===== src/hdl/uvs_pkg.sv =====
// ----------------------------------------------------------------------------
// uvs_pkg: shared constants for the uv sphere vertex generator
// pipeline depths, fixed-point constants and the cordic arctangent table
// ----------------------------------------------------------------------------
package uvs_pkg;

  localparam int MAX_DIVISIONS = 1024;
  localparam int CNT_W         = 11;
  localparam int RAD_W         = 16;

  // long division of (index << 32) by the count, one quotient bit a step
  localparam int DIV_BITS      = 33;
  localparam int DIV_PER_STAGE = 4;
  localparam int DIV_STAGES    = (DIV_BITS + DIV_PER_STAGE - 1) / DIV_PER_STAGE;

  // cordic rotation, two micro-rotations per stage
  localparam int CORDIC_STEPS_REQ = 16;
  localparam int ATAN_ENTRIES     = 24;
  localparam int CORDIC_STEPS     = (CORDIC_STEPS_REQ > ATAN_ENTRIES) ?
                                    ATAN_ENTRIES : CORDIC_STEPS_REQ;
  localparam int CORDIC_PER_STAGE = 2;
  localparam int CORDIC_ITER      = (CORDIC_STEPS + CORDIC_PER_STAGE - 1) /
                                    CORDIC_PER_STAGE;
  // multiply, round, iterations, clamp/quadrant
  localparam int CORDIC_LAT       = CORDIC_ITER + 3;

  // input stage, divider, cordic, four product/rounding stages
  localparam int POST_STAGES = 4;
  localparam int PIPE_LAT    = 1 + DIV_STAGES + CORDIC_LAT + POST_STAGES;
  localparam int TEX_DLY     = CORDIC_LAT + POST_STAGES;

  localparam logic [30:0] HALF_PI_Q30 = 31'd1686629713;
  localparam logic signed [33:0] CORDIC_GAIN = 34'sd652032874;
  localparam logic signed [33:0] Q30_ONE     = 34'sd1073741824;

  // configuration register indexes
  localparam logic [1:0] REG_SECTOR_COUNT = 2'd0;
  localparam logic [1:0] REG_STACK_COUNT  = 2'd1;
  localparam logic [1:0] REG_RADIUS       = 2'd2;

  function automatic logic [31:0] atan_q30(input int unsigned k);
    logic [31:0] v;
    case (k)
      0:  v = 32'h3243F6A8;
      1:  v = 32'h1DAC6705;
      2:  v = 32'h0FADBAFC;
      3:  v = 32'h07F56EA6;
      4:  v = 32'h03FEAB76;
      5:  v = 32'h01FFD55B;
      6:  v = 32'h00FFFAAA;
      7:  v = 32'h007FFF55;
      8:  v = 32'h003FFFEA;
      9:  v = 32'h001FFFFD;
      10: v = 32'h000FFFFF;
      11: v = 32'h0007FFFF;
      12: v = 32'h0003FFFF;
      13: v = 32'h0001FFFF;
      14: v = 32'h0000FFFF;
      15: v = 32'h00007FFF;
      16: v = 32'h00003FFF;
      17: v = 32'h00001FFF;
      18: v = 32'h00000FFF;
      19: v = 32'h000007FF;
      20: v = 32'h000003FF;
      21: v = 32'h000001FF;
      22: v = 32'h000000FF;
      23: v = 32'h0000007F;
      default: v = 32'h0;
    endcase
    return v;
  endfunction

endpackage


===== src/hdl/uvs_div.sv =====
// ----------------------------------------------------------------------------
// uvs_div: pipelined long divider
// quotient of (idx << 32) / cnt for idx <= cnt, four quotient bits per stage
// ----------------------------------------------------------------------------
module uvs_div
  import uvs_pkg::*;
(
  input  logic                 clk_i,
  input  logic                 en_i,
  input  logic [CNT_W-1:0]     idx_i,
  input  logic [CNT_W-1:0]     cnt_i,
  output logic [DIV_BITS-1:0]  quo_o
);

  logic [CNT_W:0]    rem_q [DIV_STAGES];
  logic [DIV_BITS-1:0] quo_q [DIV_STAGES];
  logic [CNT_W:0]    rem_d [DIV_STAGES];
  logic [DIV_BITS-1:0] quo_d [DIV_STAGES];

  always_comb begin
    logic [CNT_W:0]      r;
    logic [DIV_BITS-1:0] q;
    for (int s = 0; s < DIV_STAGES; s++) begin
      if (s == 0) begin
        r = {1'b0, idx_i};
        q = '0;
      end else begin
        r = rem_q[s-1];
        q = quo_q[s-1];
      end
      for (int t = 0; t < DIV_PER_STAGE; t++) begin
        if (s * DIV_PER_STAGE + t < DIV_BITS) begin
          if (s * DIV_PER_STAGE + t != 0) begin
            r = {r[CNT_W-1:0], 1'b0};
          end
          if (r >= {1'b0, cnt_i}) begin
            r = r - {1'b0, cnt_i};
            q = {q[DIV_BITS-2:0], 1'b1};
          end else begin
            q = {q[DIV_BITS-2:0], 1'b0};
          end
        end
      end
      rem_d[s] = r;
      quo_d[s] = q;
    end
  end

  always_ff @(posedge clk_i) begin
    if (en_i) begin
      for (int s = 0; s < DIV_STAGES; s++) begin
        rem_q[s] <= rem_d[s];
        quo_q[s] <= quo_d[s];
      end
    end
  end

  assign quo_o = quo_q[DIV_STAGES-1];

endmodule


===== config.mk =====
export PLATFORM = sky130hd
export DESIGN_NAME = uvs_div
export DESIGN_NICKNAME = d
export VERILOG_FILES = /design/src/hdl/uvs_pkg.sv /design/src/hdl/uvs_div.sv
export SDC_FILE = /design/constraint.sdc
export NUM_CORES = 1
export LEC_CHECK = 0
export ABC_CLOCK_PERIOD_IN_PS = 13250
export BUFFER_PORTS_ARGS = -buffer_cell sky130_fd_sc_hd__clkbuf_2
export CORE_MARGIN = 2
export CORE_UTILIZATION = 36
export DETAILED_ROUTE_END_ITERATION = 7
export PLACE_DENSITY_LB_ADDON = 0.12
export SLEW_MARGIN = 20
export SYNTH_ARGS = -nofsm -noshare
export SYNTH_HDL_FRONTEND = slang
export SYNTH_SLANG_ARGS = --single-unit

===== constraint.sdc =====
create_clock -name clk_i -period 13.25 [get_ports clk_i]
set_input_delay 0 -clock clk_i [delete_from_list [all_inputs] [get_ports clk_i]]
set_output_delay 0 -clock clk_i [all_outputs]
set_load 0.02 [all_outputs]

==> out/qor.yml <==
cells_and_area:
  fin_area_mm2: 0.0294
  finalNonFillerCells: 3919
  final_util: 0.402
  final_layout_size_suffix_gt1_frac: 0.118
  antennaDiodeCount: 0
  area_delta_synth_final_pct: 10.4
  fill_cells: 7220
  mostFrequentLayoutCells: "ha_1 (339), nor2_1 (285), edfxtp_1 (265), a21oi_1 (207), o21ai_0 (181)"
  final_common_cell: "ha_1"
  fin_nets: 3305
critical_path:
  crit_top_cell: "ha_1"
  crit_start: "rem_q[0][40]"
  reg2reg_from: "rem_q[0][40]"
  crit_path_end_kind: "flip-flop"
  r2r_slack_ps: 2760
  worstPathMaxFanout: 12
  r2r_cells: 32
  crit_slowest_cell: "a211oi_2"
  arrival_ps: 10790
  crit_path_start_kind: "flip-flop"
  required_ps: 13560
  setup.worst_path.end: "rem_q[0][58]"
  rr_endpoint: "rem_q[0][58]"
  worstSetupPathType: "reg -> reg"
  slowest_delay_ps: 600
timing:
  setup_viol: 0
  fin_crit_ps: 10490
  rsz0062_at_grt: "false"
  worst_slew_pin_slew_ps: 1010
  fin_crit_sh: 0.791
  fmax_ghz: 0.0954
  slew_headroom: 0.324
  fin_worst_skew_ps: 33.7
  finalHoldViolations: 0
  final_max_slew_viol_count: 0
  tns_ps: 0
hold_path:
  hold_path_depth: 2
  hp-class: "in -> reg"
placed_design:
  port_buffers: 56
  dp_cells: 3851
  placed_cell_area_mm2: 0.0281
  place_hpwl_um: 53700
  place_congestion: 0.854
logic_synthesis:
  ys_top_cells_by_area: "edfxtp_1 (30%), ha_1 (16%), mux2_2 (4.9%)"
  ys_warn_count: 0
  ys_async_sr_fraction: 0
  synth_cells: 2856
  yosys.cell_types.count: 96
  synth_seq_cells: 265
  synth.cell_area_mm2: 0.0266
  synth_nets: 3228
  synth_top_area_cell: "edfxtp_1"
  syn_area_per_cell_um2: 9.32
  synth_edf_count: 265
  synth_top_area_frac: 0.299
  ys_seq_area_frac: 0.299
  ys.flop_type: "edfxtp_1"
drt:
  wl_per_cell_um: 18.5
  drt-total-wl_um: 72600
  viasPerCell: 5.60
  vias: 21961
  drc: 4
  first_pass_iters: 7
  drtAntennaViolNets: 0
  dr.first_iter.drc_count: 1237
outcome:
  violations: "design-rule violations"
  status: "finished with violations"
grt:
  antenna_found_initial: 1
  grt-ovfl-total: 0
  grt_pass1_wl_um: 114000
  grt_use_total: 0.188
  grt_pass1_vias: 21257
  grt_max_degree: 95
die:
  die_h_um: 276
  initial_core_util: 0.364
  dieArea_mm2: 0.0761
  core_area_mm2: 0.0731
  row_count: 99
  die_width_um: 276
  io_pins: 57
clock_network:
  cts_hold_buf: 1
  root_buffer: "clkbuf_16"
  clock_path_buffers: 3
  cts_sinks: 265
  cts_resized: 0
  cts_tree: "yes"
  clkSlewWorstSetupHoldPaths_ps: 60
  postCtsSetupRepairBufs: 0
  numCtsBuffers: 38
  insertion_delay_ps: 570
  h-tree-depth: 2
flow_run:
  drv_cap: 0
## registers in the layout, indices dropped and copies added, names as in the netlist
signal  flops
rem_q      88
quo_q     177
## layer usage
metal | GRT usage | routed length, um | up-vias
li1 | - | - | 10939
met1 | 0.256 | 34900 | 10524
met2 | 0.316 | 33700 | 392
met3 | 0.0220 | 2320 | 106
met4 | 0.0498 | 1650 | 0
met5 | 0 | 0 | -
## metrics by stage
| step | setup WS, ps | hold WS, ps |
|---|---|---|
| floorplan | 3740 | 112 |
| global placement | 2110 | 401 |
| detailed placement | 2210 | 405 |
| CTS | 2480 | 70.5 |
| global route | 1980 | 97.0 |
| finish | 2760 | 108 |
## worst min-delay path by stage
stage / end / start / slack [ps]
2_1_floorplan: quo_q[0][0] / en_i / 110
3_3_place_gp: quo_q[0][278] / quo_q[0][244] / 400
3_5_place_dp: quo_q[0][219] / quo_q[0][182] / 400
4_1_cts: rem_q[0][84] / cnt_i[0] / 70
5_1_grt: rem_q[0][84] / cnt_i[0] / 100
6_report: rem_q[0][84] / cnt_i[0] / 110
## synth_stat cells, types with 25 or more instances
library cell,number
a211oi_1,28
a21o_1,83
a21oi_1,207
and3_1,27
clkbuf_1,25
edfxtp_1,265
ha_1,339
inv_1,145
mux2_2,117
mux2i_1,44
nand2_1,156
nand2b_1,53
nand3_1,46
nor2_1,285
nor2b_1,50
nor3_1,67
o21a_1,63
o21ai_0,181
xnor2_1,134
xor2_1,84
## cell families (layout without fill, tap and decap cells)
logic type                 after synthesis  count (layout)  share of synthesized area
and+or+nand+nor                        809             809                      0.146
DFF                                    265             265                      0.299
adders and majority gates              348             348                      0.166
xor gates and xnor gates               218             218                     0.0717
AOI/OAI and AO/OA                      841             841                      0.215
buffers and inverters                  204             308                     0.0306
muxes                                  171             171                     0.0712
## cell type report
cell class | instances | area [um^2] | area share
tap | 959 | 1200 | 0.0408
timing repair buffer | 87 | 541 | 0.0184
inverter | 154 | 581 | 0.0198
clock inverter | 24 | 248 | 0.00843
multi-input combinational | 2387 | 17900 | 0.608
clock buffer | 43 | 991 | 0.0337
sequential | 265 | 7960 | 0.271
## worst max-delay path: cells and delay by family (launching register included)
| kind | cells | cell delay, ps |
|---|---|---|
| compound gates | 20 | 6240 |
| fa+ha+maj | 4 | 1410 |
| simple gates | 5 | 1090 |
| mux | 2 | 840 |
| flops | 1 | 400 |
| buf+inv | 1 | 230 |
Power is left out: the tool's default activity adds up to more than one toggle a clock period on the data nets, which glitch-free logic cannot reach.
